--- config.mk ---
export PLATFORM = sky130hd
export DESIGN_NAME = three_channel_sound_generator
export DESIGN_NICKNAME = d
export VERILOG_FILES = /design/src/hdl/tcsg_pkg.sv /design/src/hdl/three_channel_sound_generator.sv /design/src/hdl/tcsg_front.sv /design/src/hdl/tcsg_back.sv
export SDC_FILE = /design/constraint.sdc
export NUM_CORES = 1
export LEC_CHECK = 0
export ABC_AREA = 1
export BUFFER_PORTS_ARGS = -buffer_cell sky130_fd_sc_hd__buf_2
export CORE_UTILIZATION = 55
export DETAILED_ROUTE_END_ITERATION = 10
export GPL_TIMING_DRIVEN = 0
export PLACE_DENSITY = 0.78
export SLEW_MARGIN = 20
export SYNTH_ARGS = -nofsm -noshare
export SYNTH_HDL_FRONTEND = slang
export SYNTH_SLANG_ARGS = --single-unit
--- constraint.sdc ---
create_clock -name clk -period 6.1 [get_ports clk]
set_input_delay 0.305 -clock clk [delete_from_list [all_inputs] [get_ports clk]]
set_output_delay 0.305 -clock clk [all_outputs]
set_load 0.02 [all_outputs]
--- src/hdl/tcsg_pkg.sv ---
// Package holding the shared types, register codes and level tables of the sound generator.
package tcsg_pkg;

	localparam int QUEUE_DEPTH = 2;

	// Register numbers of the write map.
	localparam logic [3:0] REG_TONE_A_LO = 4'd0;
	localparam logic [3:0] REG_TONE_A_HI = 4'd1;
	localparam logic [3:0] REG_TONE_B_LO = 4'd2;
	localparam logic [3:0] REG_TONE_B_HI = 4'd3;
	localparam logic [3:0] REG_TONE_C_LO = 4'd4;
	localparam logic [3:0] REG_TONE_C_HI = 4'd5;
	localparam logic [3:0] REG_NOISE     = 4'd6;
	localparam logic [3:0] REG_MIXER     = 4'd7;
	localparam logic [3:0] REG_AMP_A     = 4'd8;
	localparam logic [3:0] REG_AMP_B     = 4'd9;
	localparam logic [3:0] REG_AMP_C     = 4'd10;
	localparam logic [3:0] REG_ENV_LO    = 4'd11;
	localparam logic [3:0] REG_ENV_HI    = 4'd12;
	localparam logic [3:0] REG_SHAPE     = 4'd13;

	localparam logic OP_TICK  = 1'b0;
	localparam logic OP_WRITE = 1'b1;

	// Reciprocal of the mix scaling: ceil(2^36 * 32767 / 196605). With 36 fraction
	// bits the rounding error stays below the smallest step of the exact quotient.
	localparam int         SCALE_SHIFT = 36;
	localparam logic [33:0] SCALE_K    =
		34'(((64'd1 << SCALE_SHIFT) * 64'd32767 + 64'd196604) / 64'd196605);

	typedef struct packed {
		logic       op;
		logic [3:0] reg_addr;
		logic [7:0] reg_data;
	} in_item_t;

	typedef struct packed {
		logic [3:0]  level_a;
		logic [3:0]  level_b;
		logic [3:0]  level_c;
		logic [14:0] mixed_sample;
	} out_item_t;

	// Classified request handed from the front part to the back part.
	typedef struct packed {
		logic       is_tick;
		logic       is_write;
		logic [3:0] reg_addr;
		logic [7:0] reg_data;
	} cmd_t;

	// Amplitude of a 4-bit level from the selected table.
	function automatic logic [15:0] amp_of(input logic model, input logic [3:0] lv);
		logic [15:0] r;
		if (!model) begin
			case (lv)
				4'd0: r = 16'd0;      4'd1: r = 16'd836;    4'd2: r = 16'd1212;
				4'd3: r = 16'd1773;   4'd4: r = 16'd2619;   4'd5: r = 16'd3875;
				4'd6: r = 16'd5397;   4'd7: r = 16'd8823;   4'd8: r = 16'd10392;
				4'd9: r = 16'd16706;  4'd10: r = 16'd23339; 4'd11: r = 16'd29292;
				4'd12: r = 16'd36969; 4'd13: r = 16'd46421; 4'd14: r = 16'd55195;
				default: r = 16'd65535;
			endcase
		end else begin
			case (lv)
				4'd0: r = 16'h0000;  4'd1: r = 16'h00F8;  4'd2: r = 16'h029E;
				4'd3: r = 16'h03F2;  4'd4: r = 16'h0610;  4'd5: r = 16'h090A;
				4'd6: r = 16'h0C3B;  4'd7: r = 16'h1137;  4'd8: r = 16'h1750;
				4'd9: r = 16'h20DF;  4'd10: r = 16'h2C9D; 4'd11: r = 16'h3E55;
				4'd12: r = 16'h54FF; 4'd13: r = 16'h773B; 4'd14: r = 16'hA1DA;
				default: r = 16'hE094;
			endcase
		end
		return r;
	endfunction

endpackage

--- src/hdl/three_channel_sound_generator.sv ---
// Top level of the three-channel sound generator.
// One request (a register write or one generator tick) enters per cycle while
// the queue is not full, and yields one result after passing through the front
// queue and then the back part's result register. The sustained rate is one
// request per cycle unless the output stalls, set by the state update.
module three_channel_sound_generator #(
	parameter int QUEUE_DEPTH = tcsg_pkg::QUEUE_DEPTH
) (
	input  logic                clk,
	input  logic                arst_n,
	input  logic                in_valid,
	output logic                in_stall,
	input  tcsg_pkg::in_item_t  in_item,
	output logic                out_valid,
	input  logic                out_stall,
	output tcsg_pkg::out_item_t out_item,
	input  logic                cfg_valid,
	output logic                cfg_ready,
	input  logic                cfg_data
);

	logic           chip_model_q;
	logic           cmd_valid, cmd_take;
	tcsg_pkg::cmd_t cmd;

	// Configuration register.
	assign cfg_ready = 1'b1;
	always_ff @(posedge clk or negedge arst_n) begin
		if (!arst_n) chip_model_q <= 1'b0;
		else if (cfg_valid && cfg_ready) chip_model_q <= cfg_data;
	end

	tcsg_front #(.DEPTH(QUEUE_DEPTH)) u_front (
		.clk, .arst_n, .in_valid, .in_stall, .in_item,
		.cmd_valid, .cmd_take, .cmd
	);

	tcsg_back u_back (
		.clk, .arst_n, .chip_model(chip_model_q), .cmd_valid, .cmd_take, .cmd,
		.out_valid, .out_stall, .out_item
	);

endmodule

--- src/hdl/tcsg_front.sv ---
// Front part: accepts requests, classifies them and queues them for the back part.
module tcsg_front #(
	parameter int DEPTH = tcsg_pkg::QUEUE_DEPTH
) (
	input  logic               clk,
	input  logic               arst_n,
	input  logic               in_valid,
	output logic               in_stall,
	input  tcsg_pkg::in_item_t in_item,
	output logic               cmd_valid,
	input  logic               cmd_take,
	output tcsg_pkg::cmd_t     cmd
);

	localparam int AW = (DEPTH > 1) ? $clog2(DEPTH) : 1;

	tcsg_pkg::cmd_t       fifo_q [DEPTH];
	logic [AW-1:0]        wp_q, rp_q;
	logic [$clog2(DEPTH+1)-1:0] cnt_q;
	tcsg_pkg::cmd_t       cls;
	logic                 push, pop;

	// Classification of the incoming request.
	always_comb begin
		cls.is_tick  = (in_item.op == tcsg_pkg::OP_TICK);
		cls.is_write = (in_item.op == tcsg_pkg::OP_WRITE);
		cls.reg_addr = in_item.reg_addr;
		cls.reg_data = in_item.reg_data;
	end

	assign in_stall  = (cnt_q == DEPTH[$clog2(DEPTH+1)-1:0]);
	assign push      = in_valid && !in_stall;
	assign cmd_valid = (cnt_q != '0);
	assign pop       = cmd_valid && cmd_take;
	assign cmd       = fifo_q[rp_q];

	// Queue storage.
	always_ff @(posedge clk) begin
		if (push) fifo_q[wp_q] <= cls;
	end

	// Queue pointers.
	always_ff @(posedge clk or negedge arst_n) begin
		if (!arst_n) begin
			wp_q  <= '0;
			rp_q  <= '0;
			cnt_q <= '0;
		end else begin
			if (push) wp_q <= (wp_q == AW'(DEPTH - 1)) ? '0 : wp_q + 1'b1;
			if (pop)  rp_q <= (rp_q == AW'(DEPTH - 1)) ? '0 : rp_q + 1'b1;
			cnt_q <= cnt_q + {{($clog2(DEPTH+1)-1){1'b0}}, push} -
				{{($clog2(DEPTH+1)-1){1'b0}}, pop};
		end
	end

	a_no_overflow: assert property (@(posedge clk) disable iff (!arst_n)
		cnt_q <= DEPTH) else $error("queue count out of range");
	a_stall_full: assert property (@(posedge clk) disable iff (!arst_n)
		in_stall |-> cmd_valid) else $error("stall while queue empty");
	a_pop_nonempty: assert property (@(posedge clk) disable iff (!arst_n)
		(cnt_q == '0) |-> !pop) else $error("pop from empty queue");

endmodule

--- src/hdl/tcsg_back.sv ---
// Back part: generator state, register writes, ticks and output levels.
module tcsg_back (
	input  logic                clk,
	input  logic                arst_n,
	input  logic                chip_model,
	input  logic                cmd_valid,
	output logic                cmd_take,
	input  tcsg_pkg::cmd_t      cmd,
	output logic                out_valid,
	input  logic                out_stall,
	output tcsg_pkg::out_item_t out_item
);

	logic [11:0] tp_q [3];
	logic [11:0] tc_q [3];
	logic [4:0]  np_q;
	logic [5:0]  mix_q;
	logic [4:0]  fl_q [3];
	logic [15:0] ep_q, ec_q;
	logic [3:0]  sh_q;
	logic [2:0]  tb_q;
	logic [5:0]  nc_q;
	logic [16:0] ns_q;
	logic signed [6:0] ev_q;
	logic        ef_q;

	logic [11:0] tp_d [3];
	logic [11:0] tc_d [3];
	logic [4:0]  np_d;
	logic [5:0]  mix_d;
	logic [4:0]  fl_d [3];
	logic [15:0] ep_d, ec_d;
	logic [3:0]  sh_d;
	logic [2:0]  tb_d;
	logic [5:0]  nc_d;
	logic [16:0] ns_d;
	logic signed [6:0] ev_d, v;
	logic        ef_d, f;
	logic [11:0] tinc;
	logic [5:0]  ninc;
	logic [15:0] einc;
	logic [3:0]  lv [3];
	logic [4:0]  ecl;
	logic        tone_ok, noise_ok;

	// Level stage: levels and the amplitude sum, ahead of the scaling multiply.
	logic        v_s1;
	logic [3:0]  la_s1, lb_s1, lc_s1;
	logic [17:0] sum_s1;
	logic        step;

	// Output stage is taken when empty or being drained.
	assign out_valid = v_s1;
	assign step      = !v_s1 || !out_stall;
	assign cmd_take  = step;

	// Next state for one request.
	always_comb begin
		tp_d = tp_q; tc_d = tc_q; np_d = np_q; mix_d = mix_q; fl_d = fl_q;
		ep_d = ep_q; ec_d = ec_q; sh_d = sh_q; tb_d = tb_q; nc_d = nc_q;
		ns_d = ns_q; ev_d = ev_q; ef_d = ef_q;
		v = ev_q; f = ef_q; tinc = '0; ninc = '0; einc = '0;
		if (cmd.is_write) begin
			case (cmd.reg_addr)
				tcsg_pkg::REG_TONE_A_LO: tp_d[0][7:0] = cmd.reg_data;
				tcsg_pkg::REG_TONE_B_LO: tp_d[1][7:0] = cmd.reg_data;
				tcsg_pkg::REG_TONE_C_LO: tp_d[2][7:0] = cmd.reg_data;
				tcsg_pkg::REG_TONE_A_HI: tp_d[0][11:8] = cmd.reg_data[3:0];
				tcsg_pkg::REG_TONE_B_HI: tp_d[1][11:8] = cmd.reg_data[3:0];
				tcsg_pkg::REG_TONE_C_HI: tp_d[2][11:8] = cmd.reg_data[3:0];
				tcsg_pkg::REG_NOISE:     np_d = cmd.reg_data[4:0];
				tcsg_pkg::REG_MIXER:     mix_d = cmd.reg_data[5:0];
				tcsg_pkg::REG_AMP_A:     fl_d[0] = cmd.reg_data[4:0];
				tcsg_pkg::REG_AMP_B:     fl_d[1] = cmd.reg_data[4:0];
				tcsg_pkg::REG_AMP_C:     fl_d[2] = cmd.reg_data[4:0];
				tcsg_pkg::REG_ENV_LO:    ep_d[7:0] = cmd.reg_data;
				tcsg_pkg::REG_ENV_HI:    ep_d[15:8] = cmd.reg_data;
				tcsg_pkg::REG_SHAPE: begin
					sh_d = cmd.reg_data[3:0];
					ec_d = '0;
					ef_d = 1'b1;
					ev_d = cmd.reg_data[2] ? -7'sd1 : 7'sd32;
				end
				default: ;
			endcase
		end else begin
			// Tone dividers.
			for (int i = 0; i < 3; i++) begin
				tinc = tc_q[i] + 12'd1;
				if ({1'b0, tinc} >= {1'b0, tp_q[i]} || tc_q[i] == 12'hFFF) begin
					tc_d[i] = '0;
					tb_d[i] = ~tb_q[i];
				end else begin
					tc_d[i] = tinc;
				end
			end
			// Noise divider and shift register.
			ninc = nc_q + 6'd1;
			if (!ninc[0] && ({1'b0, ninc} >= {1'b0, np_q, 1'b0} || nc_q == 6'h3F)) begin
				nc_d = '0;
				ns_d = {ns_q[15:0], 1'b1} ^ {16'd0, ns_q[16] ^ ns_q[13]};
			end else begin
				nc_d = ninc;
			end
			// Envelope step on a zero count.
			if (ec_q == '0) begin
				case (sh_q)
					4'd8:  v = (v - 7'sd1) & 7'sd31;
					4'd12: v = (v + 7'sd1) & 7'sd31;
					4'd10: begin
						if (f) begin
							v = v - 7'sd1;
							if (v < 0) begin f = 1'b0; v = 7'sd0; end
						end else begin
							v = v + 7'sd1;
							if (v >= 7'sd32) begin f = 1'b1; v = 7'sd31; end
						end
					end
					4'd11: if (f) begin
						v = v - 7'sd1;
						if (v < 0) begin f = 1'b0; v = 7'sd31; end
					end
					4'd13: if (f) begin
						v = v + 7'sd1;
						if (v >= 7'sd32) begin f = 1'b0; v = 7'sd31; end
					end
					4'd14: begin
						if (!f) begin
							v = v - 7'sd1;
							if (v < 0) begin f = 1'b1; v = 7'sd0; end
						end else begin
							v = v + 7'sd1;
							if (v >= 7'sd32) begin f = 1'b0; v = 7'sd31; end
						end
					end
					4'd4, 4'd5, 4'd6, 4'd7, 4'd15: if (f) begin
						v = v + 7'sd1;
						if (v >= 7'sd32) begin f = 1'b0; v = 7'sd0; end
					end
					default: if (f) begin
						v = v - 7'sd1;
						if (v <= 0) begin f = 1'b0; v = 7'sd0; end
					end
				endcase
				ev_d = v;
				ef_d = f;
			end
			einc = ec_q + 16'd1;
			ec_d = (einc >= ep_q || ec_q == 16'hFFFF) ? '0 : einc;
		end
		// Channel levels from the new state.
		ecl = (ev_d < 0) ? 5'd0 : (ev_d > 7'sd31) ? 5'd31 : ev_d[4:0];
		for (int i = 0; i < 3; i++) begin
			tone_ok  = tb_d[i] || mix_d[i];
			noise_ok = ns_d[0] || mix_d[i+3];
			if (!(tone_ok && noise_ok))  lv[i] = '0;
			else if (!fl_d[i][4])        lv[i] = fl_d[i][3:0];
			else                         lv[i] = ecl[4:1];
		end
	end

	// Generator state.
	always_ff @(posedge clk or negedge arst_n) begin
		if (!arst_n) begin
			for (int i = 0; i < 3; i++) begin
				tp_q[i] <= '0; tc_q[i] <= '0; fl_q[i] <= '0;
			end
			np_q <= '0; mix_q <= '0; ep_q <= '0; ec_q <= '0; sh_q <= '0;
			tb_q <= '0; nc_q <= '0; ns_q <= '0; ev_q <= 7'sd32; ef_q <= 1'b1;
			v_s1 <= 1'b0;
		end else if (step) begin
			if (cmd_valid) begin
				tp_q <= tp_d; tc_q <= tc_d; np_q <= np_d; mix_q <= mix_d;
				fl_q <= fl_d; ep_q <= ep_d; ec_q <= ec_d; sh_q <= sh_d;
				tb_q <= tb_d; nc_q <= nc_d; ns_q <= ns_d; ev_q <= ev_d; ef_q <= ef_d;
			end
			v_s1 <= cmd_valid;
		end
	end

	// Result register with the table sum.
	always_ff @(posedge clk) begin
		if (step && cmd_valid) begin
			la_s1  <= lv[0];
			lb_s1  <= lv[1];
			lc_s1  <= lv[2];
			sum_s1 <= 18'(tcsg_pkg::amp_of(chip_model, lv[0])) +
				18'(tcsg_pkg::amp_of(chip_model, lv[1])) +
				18'(tcsg_pkg::amp_of(chip_model, lv[2]));
		end
	end

	// Scaling: sum*32767/196605 is taken as sum times a rounded-up reciprocal
	// with 36 fraction bits; the quotient is exact over the whole sum range.
	logic [51:0] prod;
	logic [14:0] scaled;
	assign prod   = {34'd0, sum_s1} * {18'd0, tcsg_pkg::SCALE_K};
	assign scaled = prod[50:36];
	always_comb begin
		out_item.level_a      = la_s1;
		out_item.level_b      = lb_s1;
		out_item.level_c      = lc_s1;
		out_item.mixed_sample = scaled;
	end

	a_env_range: assert property (@(posedge clk) disable iff (!arst_n)
		(ev_q >= -7'sd1) && (ev_q <= 7'sd32)) else $error("envelope level out of range");
	a_hold: assert property (@(posedge clk) disable iff (!arst_n)
		(out_valid && out_stall) |=> out_valid && $stable(la_s1)) else $error("result lost");
	a_shape_restart: assert property (@(posedge clk) disable iff (!arst_n)
		(step && cmd_valid && cmd.is_write && cmd.reg_addr == tcsg_pkg::REG_SHAPE)
		|=> (ec_q == '0) && ef_q) else $error("envelope not restarted");

endmodule

# Word-level counts from Yosys, hierarchy flattened
# Memory sizes are Yosys's and may differ from the RTL's.
# Index checks and enable logic that the tools add are counted.
[totals] ram_bits=28 n_memories=7 word_cells=214 regBits=204 out_inout_bits=30 romBits=1536
[memory_table] name="(name not given)" words=16 word_bits=16 read_ports=1 rd_clocked_by_memory_dff=0 write_ports=0 line_no="tcsg_pkg.sv:56" source="case (lv)"
[memory_table] name="(name not given)" words=16 word_bits=16 read_ports=1 rd_clocked_by_memory_dff=0 write_ports=0 line_no="tcsg_pkg.sv:65" source="case (lv)"
[memory_table] name="(name not given)" words=16 word_bits=16 read_ports=1 rd_clocked_by_memory_dff=0 write_ports=0 line_no="tcsg_pkg.sv:56"
[memory_table] name="(name not given)" words=16 word_bits=16 read_ports=1 rd_clocked_by_memory_dff=0 write_ports=0 line_no="tcsg_pkg.sv:65"
[memory_table] name="(name not given)" words=16 word_bits=16 read_ports=1 rd_clocked_by_memory_dff=0 write_ports=0 line_no="tcsg_pkg.sv:56"
[memory_table] name="(name not given)" words=16 word_bits=16 read_ports=1 rd_clocked_by_memory_dff=0 write_ports=0 line_no="tcsg_pkg.sv:65"
[memory_table] name="+1 memories"
[op_classes] order_cmp=10 bitwise=7 n_addsub=13 n_reduce_logical=44 eq_ne=32 n_mux=67 multipliers=1
[ops] cell="16-bit 2-to-1 mux" count=9
[ops] cell="7-bit 2-to-1 mux" count=15
[ops] cell="4-bit equality test, second input constant" count=13
[ops] cell="18-bit by 33-bit multiplier with 50-bit output, second input constant" count=1
[ops] cell="7-bit case mux with 7 select lines" count=1
[ops] cell="4-bit AND reduction" count=11
[ops] cell="12-bit by 1-bit adder with 12-bit output, second input constant" count=3
[ops] cell="12-bit equality test, second input constant" count=3
[ops] cell="12-bit greater-or-equal comparator" count=3
[ops] cell="12-bit 2-to-1 mux" count=3
[ops] cell="4-bit by 3-bit equality test with 1-bit output, second input constant" count=8
[ops] cell="5-bit 2-to-1 mux" count=5
[ops] cell="4-bit 2-to-1 mux" count=6
[ops] cell="1-bit 2-to-1 mux" count=22
[ops] cell="18-bit by 16-bit adder with 18-bit output" count=1
[ops] cell="6-bit 2-to-1 mux" count=3
[ops] cell="16-bit by 16-bit adder with 17-bit output" count=1
[ops] cell="17-bit by 1-bit XOR with 17-bit output" count=1
[ops] cell="16-bit by 1-bit adder with 16-bit output, second input constant" count=1
[ops] cell="16-bit equality test, second input constant" count=1
[ops] cell="16-bit greater-or-equal comparator" count=1
[ops] cell="16-bit logical NOT" count=1
[ops] cell="15-bit 2-to-1 mux" count=1
[ops] cell="7-bit by 1-bit less-than comparator with 1-bit output, second input constant" count=2
[ops] cell="30 further kinds" count=58

# Depth between registers and ports, before layout
# Gate-level depths: netlist of the first run.
# An unclocked memory read counts as a cell.
[logic_depth] depth_word=17 mapped_depth=52

# Modules after synthesis
# From an unflattened synthesis of the first run, not the netlist that was laid out.
[hier_totals] hier_cells=3069 area_unflattened_um2=24329.6
[by_module_without_submodules] module="tcsg_back" area_per_inst_um2=22985.8 cells_each=2955 instances=1
[by_module_without_submodules] module="tcsg_front" area_per_inst_um2=1292.5 cells_each=107 instances=1
[by_module_without_submodules] module="three_channel_sound_generator" area_per_inst_um2=51.3 cells_each=7 instances=1

# Worst setup path before layout of the first run
# Ideal clock, no wire load.
[synth_timing] kind="reg-to-reg" startpoint="register u_back.tc_q[14] in the netlist's numbering" endpoint="register u_back.sum_s1[16], data pin" required_ps=5836 setup_slack_ps=-581 synth_period_minus_slack_ps=6681 t_arrival_ps=6417 path_stages_with_launch=43 path_cell_list="dfrtp_1 -> inv_1 -> nor3_1 -> nand4_1 -> nor2_1 -> nand4_1 -> xor2_1 -> ha_1 -> nand2_1 -> nor2_1 -> and3_1 -> nor4b_1 -> nand2_1 -> nand2_1 -> nand2_1 -> nand3_1 -> nand2_1 -> inv_1 -> [... 7 more ...] -> a21oi_1 -> nand2_1 -> a21oi_1 -> nor2_1 -> nor2_1 -> xor2_1 -> inv_1 -> ha_1 -> inv_1 -> o21bai_1 -> a21oi_1 -> o21ai_0 -> a31oi_1 -> o21ai_0 -> nand3_1 -> nand2_1 -> a21oi_1 -> xor2_1"
[synth_between] elab_chain_len=13
[synth_lines] element="start: declaration" line_no="tcsg_back.sv:15" source="logic [11:0] tc_q [3];"
[synth_lines] element="start signal: assignment" line_no="tcsg_back.sv:173" source="tp_q <= tp_d; tc_q <= tc_d; np_q <= np_d; mix_q <= mix_d;"
[synth_lines] element="12-bit by 1-bit adder with 12-bit output" line_no="tcsg_back.sv:89" source="tinc = tc_q[i] + 12'd1;"
[synth_lines] element="12-bit greater-or-equal comparator" line_no="tcsg_back.sv:90" source="if ({1'b0, tinc} >= {1'b0, tp_q[i]} || tc_q[i] == 12'hFFF) begin"
[synth_lines] element="1-bit logical OR *" line_no="tcsg_back.sv:90"
[synth_lines] element="1-bit 2-to-1 mux *" line_no="tcsg_back.sv:90"
[synth_lines] element="3-bit 2-to-1 mux *" line_no="tcsg_back.sv:63" source="if (cmd.is_write) begin"
[synth_lines] element="1-bit logical OR *" line_no="tcsg_back.sv:154" source="tone_ok = tb_d[i] || mix_d[i];"
[synth_lines] element="1-bit logical AND *" line_no="tcsg_back.sv:156" source="if (!(tone_ok && noise_ok)) lv[i] = '0;"
[synth_lines] element="4-bit 2-to-1 mux *" line_no="tcsg_back.sv:156"
[synth_lines] element="memory read 16 x 16 bit (on tied branches)"
[synth_lines] element="16-bit 2-to-1 mux *" line_no="tcsg_pkg.sv:55" source="if (!model) begin"
[synth_lines] element="16-bit 2-to-1 mux *" line_no="tcsg_back.sv:183" source="if (step && cmd_valid) begin"
[synth_lines] element="16-bit by 16-bit adder with 17-bit output *" line_no="tcsg_back.sv:187" source="sum_s1 <= 18'(tcsg_pkg::amp_of(chip_model, lv[0])) +"
[synth_lines] element="18-bit by 16-bit adder with 18-bit output *" line_no="tcsg_back.sv:188" source="18'(tcsg_pkg::amp_of(chip_model, lv[1])) +"
[synth_lines] element="end signal: assignment" line_no="tcsg_back.sv:187"
[synth_lines] element="end: declaration" line_no="tcsg_back.sv:49" source="logic [17:0] sum_s1;"
# Every way passes the cells marked *; elsewhere a longest branch is shown, timed or not. The select of a mux whose other input is x is not followed.
# A chain may end at the register's enable or synchronous reset.

# Final worst setup path of the first run
[layout_timing] startpoint="register u_back.tc_q[13] in the netlist's numbering" endpoint="register u_back.sum_s1[13], data pin"
# The elaborated chain is that of the path after synthesis.

==> results of run 1 <==
state kept, by name, summed over array words and instances, names as in the netlist, 6 cells and up:
signal,cells
u_back.ec_q,16
u_back.ep_q,16
u_back.ev_q,7
u_back.fl_q,15
u_back.mix_q,6
u_back.nc_q,6
u_back.ns_q,17
u_back.sum_s1,18
u_back.tc_q,36
u_back.tp_q,36
u_front.fifo_q,26
critical path, delay by kind of cell (launching register included):
kind / cells / cell delay [ns]
adder cells (fa/ha/maj): 5 / 1.34
buffers and inverters: 8 / 0.82
AND/OR/NAND/NOR: 22 / 2.58
AO/OA/AOI/OAI: 9 / 1.04
XOR/XNOR: 3 / 0.55
flip-flops: 1 / 0.40
cell families (layout without fill, tap and decap cells):
logic type,Yosys count,count (layout),synth area share (%)
XOR/XNOR,88,88,3.211
multiplexers,9,9,0.3753
AND/OR/NAND/NOR,1093,1093,19.17
other,1,1,0.01562
flip-flops,230,230,25.16
AO/OA/AOI/OAI,519,519,12.20
adder cells (fa/ha/maj),456,456,29.81
buffers and inverters,615,901,10.07
worst min-delay path by stage:
stage | start | to | slack, ns | cells past startpoint
2_1_floorplan | arst_n | chip_model_q$_DFFE_PN0P_ | 0.009 | 0
3_3_place_gp | u_back.fl_q[0]$_DFFE_PN0P_ | u_back.fl_q[0]$_DFFE_PN0P_ | 0.46 | 2
3_5_place_dp | arst_n | u_back.ec_q[11]$_DFFE_PN0P_ | 0.20 | 1
4_1_cts | arst_n | u_back.ec_q[11]$_DFFE_PN0P_ | 0.19 | 2
5_1_grt | arst_n | u_back.ec_q[11]$_DFFE_PN0P_ | 0.22 | 2
6_report | arst_n | u_back.ec_q[10]$_DFFE_PN0P_ | 0.20 | 2
layout by cell type (no fill, tap or decap), types with 21 or more instances in the layout:
| master | Yosys | routed |
|---|---|---|
| dfrtp_1 | 172 | 172 |
| nand4_1 | 27 | 27 |
| o21ai_2 | 6 | 23 |
| ha_4 | 0 | 41 |
| buf_6 | 1 | 42 |
| nand2_2 | 8 | 46 |
| inv_2 | 11 | 31 |
| nand3_1 | 169 | 148 |
| clkbuf_16 | 0 | 30 |
| fa_2 | 0 | 21 |
| buf_4 | 22 | 164 |
| clkbuf_1 | 44 | 47 |
| a21oi_2 | 0 | 35 |
| o21ai_0 | 203 | 180 |
| xor2_1 | 76 | 62 |
| a21oi_1 | 168 | 124 |
| nand2_1 | 666 | 612 |
| fa_1 | 193 | 172 |
| nor2_1 | 154 | 131 |
| buf_2 | 12 | 38 |
| edfxtp_1 | 56 | 56 |
| ha_1 | 263 | 215 |
| inv_1 | 515 | 482 |
| o22ai_1 | 44 | 44 |
routing by layer:
metal	global-route usage (%)	vias up	part of all wire, %
met5	0	-	0
met4	10.39	0	3.3
met3	3.732	184	6.3
met2	53.36	939	49
met1	39.80	10830	41
li1	-	10300	-
area by class of cell:
class | count | area [um2] | share of cell area [%]
buffer | 70 | 359.1 | 1.214
timing repair buffer | 251 | 2103 | 7.111
multi-input combinational | 2166 | 17300 | 58.49
clock buffer | 36 | 793.3 | 2.682
tap | 585 | 732.0 | 2.475
clock inverter | 14 | 211.5 | 0.7150
sequential | 230 | 6038 | 20.42
inverter | 530 | 2041 | 6.900
timing repair:
action                                  4_1_cts  5_1_grt
endpoints found under the setup margin       30       30
hold buffers                                 17        0
endpoints found under the hold margin       104        0
pin swaps                                   185      166
resized for setup                           268      157
setup buffers                               134       56
through the flow:
step,cells,hold slack [ns],worst slack (ns)
after CTS,3828,0.1874,-0.7326
after detailed placement,3645,0.2020,-1.324
after global placement,3643,0.4610,-1.125
after global routing,3882,0.2205,-1.317
after floorplan,3011,0.009409,-0.1065
final,3882,0.1983,-0.9277
==> metrics.cfg, run 1 <==
[floorplanning]
die-area_mm2=0.04448
io_pins=49
die_height_um=210.9
start_util_pct=55.72
die_w_um=210.9
coreArea_mm2=0.04308
fp-row-count=76

[final_layout]
insertedDiodeCount=0
final_util_pct=68.66
nNetsFinal=3751
n_fill_cell=3069
area_growth_pct=23.22
drive_gt1_share_pct=20.11
final_cell_area_mm2=0.02958

[global_routing]
grt_pass1_vias=22182
grt_max_degree=73
grt_pass1_wl_um=110100
grt-ovfl-total=0
grtUsageTotal_pct=30.75
antenna_found_initial=0

[timing]
rsz0062_at_grt=true
tightest_slew_ns=0.9613
finalMaxSlewViolations=0
setup_ws_ns=-0.9277
finClkSkew_ns=0.02205
finalHoldViolCount=0
finalSetupTns_ns=-18.38
fin_crit_sh_pct=115.2
setup_viol=28
slew_headroom_pct=34.08
max_freq_ghz=0.1423
fin_crit_ns=7.028

[worst_setup_path]
cp-endpoint=u_back.sum_s1[13]$_DFFE_PP_
critPathSlowestCell=dfrtp_1
reg2reg_to=u_back.sum_s1[13]$_DFFE_PP_
rrSetupSlack_ns=-0.93
setup.worst_path.end_class=flop
rr_startpoint=u_back.tc_q[13]$_DFFE_PN0P_
crit_type=reg2reg
worst_r2r_path_depth=47
startpoint=u_back.tc_q[13]$_DFFE_PN0P_
worstPathRequired_ns=6.41
arrival_ns=7.33
slowest_delay_ns=0.40
path_common_cell=nand2_2
path_max_fanout=4
start_kind=flop

[drt]
via_count=22253
drc=0
wl_per_cell_um=18.44
vias_per_cell=5.732
ant_nets=0
drtPass1Iterations=6
drt-total-wl_um=71580
dr.first_iter.drc_count=2063

[run]
max_cap_violations=0

[logic_synthesis]
synth_seq_cells=230
synth_top_cell_by_area=dfrtp_1
synth_top_area_share_pct=17.93
synth.most_common_cell=nand2_1
yosys_warnings=0
synth_commonest_cells=nand2_1, inv_1, ha_1
yosysSeqAreaShare_pct=25.16
synth_edf_count=56
synth_area_mm2=0.02400
async_reset_ff_share_pct=75.65
syn_inst=3011
synth-main-ff-cell=dfrtp_1
syn-num-nets=3486
synthDistinctLibCells=59
ys_top_cells_by_area=dfrtp_1, fa_1, ha_1
syn_avg_cell_area_um2=7.971

[clock_tree]
numCtsBuffers=27
clock_latency_ns=0.58
clock_path_buffers=3
clock_tree.root_cell=clkbuf_16
cts_tree=yes
cts_max_level=1
numClockSinks=230
clk_pin_slew_ns=0.06

[placement]
hpwl_um=48470
placed_cell_area_mm2=0.02520
place_congestion=0.9445
port_buffers=47

[worst_hold_path]
holdCritPathClass=in2async

[outcome]
status=finished with violations
violations=negative setup slack

Power of run 1 is not shown: default switching activity piles up to over one toggle a cycle in this logic, so the estimate is an artifact.
==> inputs of run 2 (changes only) <==
--- a/config.mk
+++ b/config.mk
@@ -7,6 +7,7 @@
 export LEC_CHECK = 0
 export ABC_AREA = 1
 export BUFFER_PORTS_ARGS = -buffer_cell sky130_fd_sc_hd__buf_2
+export CORE_MARGIN = 4
 export CORE_UTILIZATION = 55
 export DETAILED_ROUTE_END_ITERATION = 10
 export GPL_TIMING_DRIVEN = 0
==> metrics.cfg, run 2 (synthesis gave the netlist of run 1 again) <==
[outcome]
status=finished with violations
violations=negative setup slack

[drt]
drt-total-wl_um=70360
wl_per_cell_um=18.10
vias_per_cell=5.698
via_count=22149
dr.first_iter.drc_count=2061
ant_nets=0
drtPass1Iterations=6
drc=0

[placement]
hpwl_um=48210
place_congestion=0.9843
placed_cell_area_mm2=0.02518
port_buffers=47

[global_routing]
grt_pass1_wl_um=110600
grt_max_degree=101
antenna_found_initial=1
grtUsageTotal_pct=28.34
grt_pass1_vias=22395
grt-ovfl-total=0

[final_layout]
n_fill_cell=3150
reg_top3=u_back.tc_q x36, u_back.tp_q x36, u_front.fifo_q x26
insertedDiodeCount=0
final_cell_area_mm2=0.02966
area_growth_pct=23.57
drive_gt1_share_pct=20.84
multi_input_area_mm2=0.01754
seq_area_mm2=0.006038
mostFrequentLayoutCells=nand2_1, inv_1, ha_1
nNetsFinal=3757
final_common_cell=nand2_1

[clock_tree]
clock_tree.root_cell=clkbuf_16
cts_max_level=1
cts_tree=yes
clock_path_buffers=3
clock_latency_ns=0.56
numClockSinks=230
clk_pin_slew_ns=0.06
numCtsBuffers=26

[timing]
slew_headroom_pct=35.53
fin_crit_sh_pct=115.7
tightest_slew_ns=0.9402
setup_viol=26
finalMaxSlewViolations=0
max_freq_ghz=0.1416
rsz0062_at_grt=true
hold_slack_ns=0.2764
finalHoldViolCount=0
fin_crit_ns=7.061
finClkSkew_ns=0.03519
setup_ws_ns=-0.9606

[floorplanning]
die-area_mm2=0.04705
die_height_um=216.9
coreArea_mm2=0.04308
start_util_pct=55.72
io_pins=49
die_w_um=216.9
fp-row-count=76

[worst_setup_path]
critPathSlowestCell=dfrtp_1
path_common_cell=a21oi_2
start_kind=flop
arrival_ns=7.33
path_max_fanout=4
worstPathRequired_ns=6.37
rrSetupSlack_ns=-0.96
path_buf_inv=5
cp_top_family=simple AND/OR/NAND/NOR gates
crit_type=reg2reg
setup.worst_path.end_class=flop
slowest_delay_ns=0.41

[worst_hold_path]
holdCritPathClass=in2reg

[run]
max_cap_violations=0

[run 2: cell count changes in the layout (fill, tap and decap cells not counted), moves of 7 or more]
| cell | delta |
|---|---|
| buf_4 | +10 |
| ha_4 | +8 |
| ha_1 | -8 |
| clkinv_1 | +7 |
[run 2: per-layer routing]
layer | global-route usage [%] | vias up | share of wire [%]
li1 | - | 10289 | -
met1 | 37.44 | 10676 | 41
met3 | 3.784 | 248 | 6.3
met4 | 10.11 | 0 | 4.0
met5 | 0 | - | 0
met2 | 48.29 | 936 | 49
[run 2: cell type report]
class,instances,area share [%]
Multi-Input combinational cell,2166,59.14
Sequential cell,230,20.36
Timing Repair Buffer,256,6.974
Inverter,530,6.864
Tap cell,585,2.468
Clock buffer,30,2.312
Buffer,72,1.236
Clock inverter,18,0.6455
[run 2: worst register-to-register path, delay by kind of cell, from the launching register on]
| family | cells | cell delay [ns] |
|---|---|---|
| xor+xnor | 3 | 0.62 |
| compound gates | 13 | 1.73 |
| simple gates | 17 | 2.26 |
| flops | 1 | 0.41 |
| buf+inv | 5 | 0.49 |
| fa+ha+maj | 5 | 1.26 |
[run 2: worst paths after layout]
| path | from | end | cells after the start |
|---|---|---|---|
| setup / recovery | u_back.tc_q[12]$_DFFE_PN0P_ | u_back.sum_s1[15]$_DFFE_PP_ | 43 |
| hold / removal | in_valid | u_front.wp_q$_DFFE_PN0P_ | 5 |
| setup reg to reg | u_back.tc_q[12]$_DFFE_PN0P_ | u_back.sum_s1[15]$_DFFE_PP_ | 43 |
| hold reg to reg | u_back.np_q[4]$_DFFE_PN0P_ | u_back.np_q[4]$_DFFE_PN0P_ | 2 |
| max in group asynchronous | arst_n | u_back.ef_q$_DFFE_PN1P_ | 3 |
| min in group asynchronous | arst_n | u_back.ec_q[12]$_DFFE_PN0P_ | 2 |
[run 2: metrics by stage]
step	util [%]	std cells	setup TNS, ns	worst slack, ns
after floorplan	-	3011	-0.1784	-0.1065
after global placement	58.35	3643	-18.16	-1.249
after detailed placement	58.45	3644	-22.70	-1.518
after CTS	66.29	3855	-12.19	-0.8142
after global routing	68.85	3887	-22.68	-1.292
final	68.85	3887	-15.82	-0.9606
[run 2: repair_timing]
item,in CTS,in global routing
setup endpoints to repair,30,30
endpoints found under the hold margin,101,0
hold buffers,17,0
pin swaps,165,173
gates resized for setup,270,195
setup buffers,159,53
Power of run 2 is left out for the same reason.
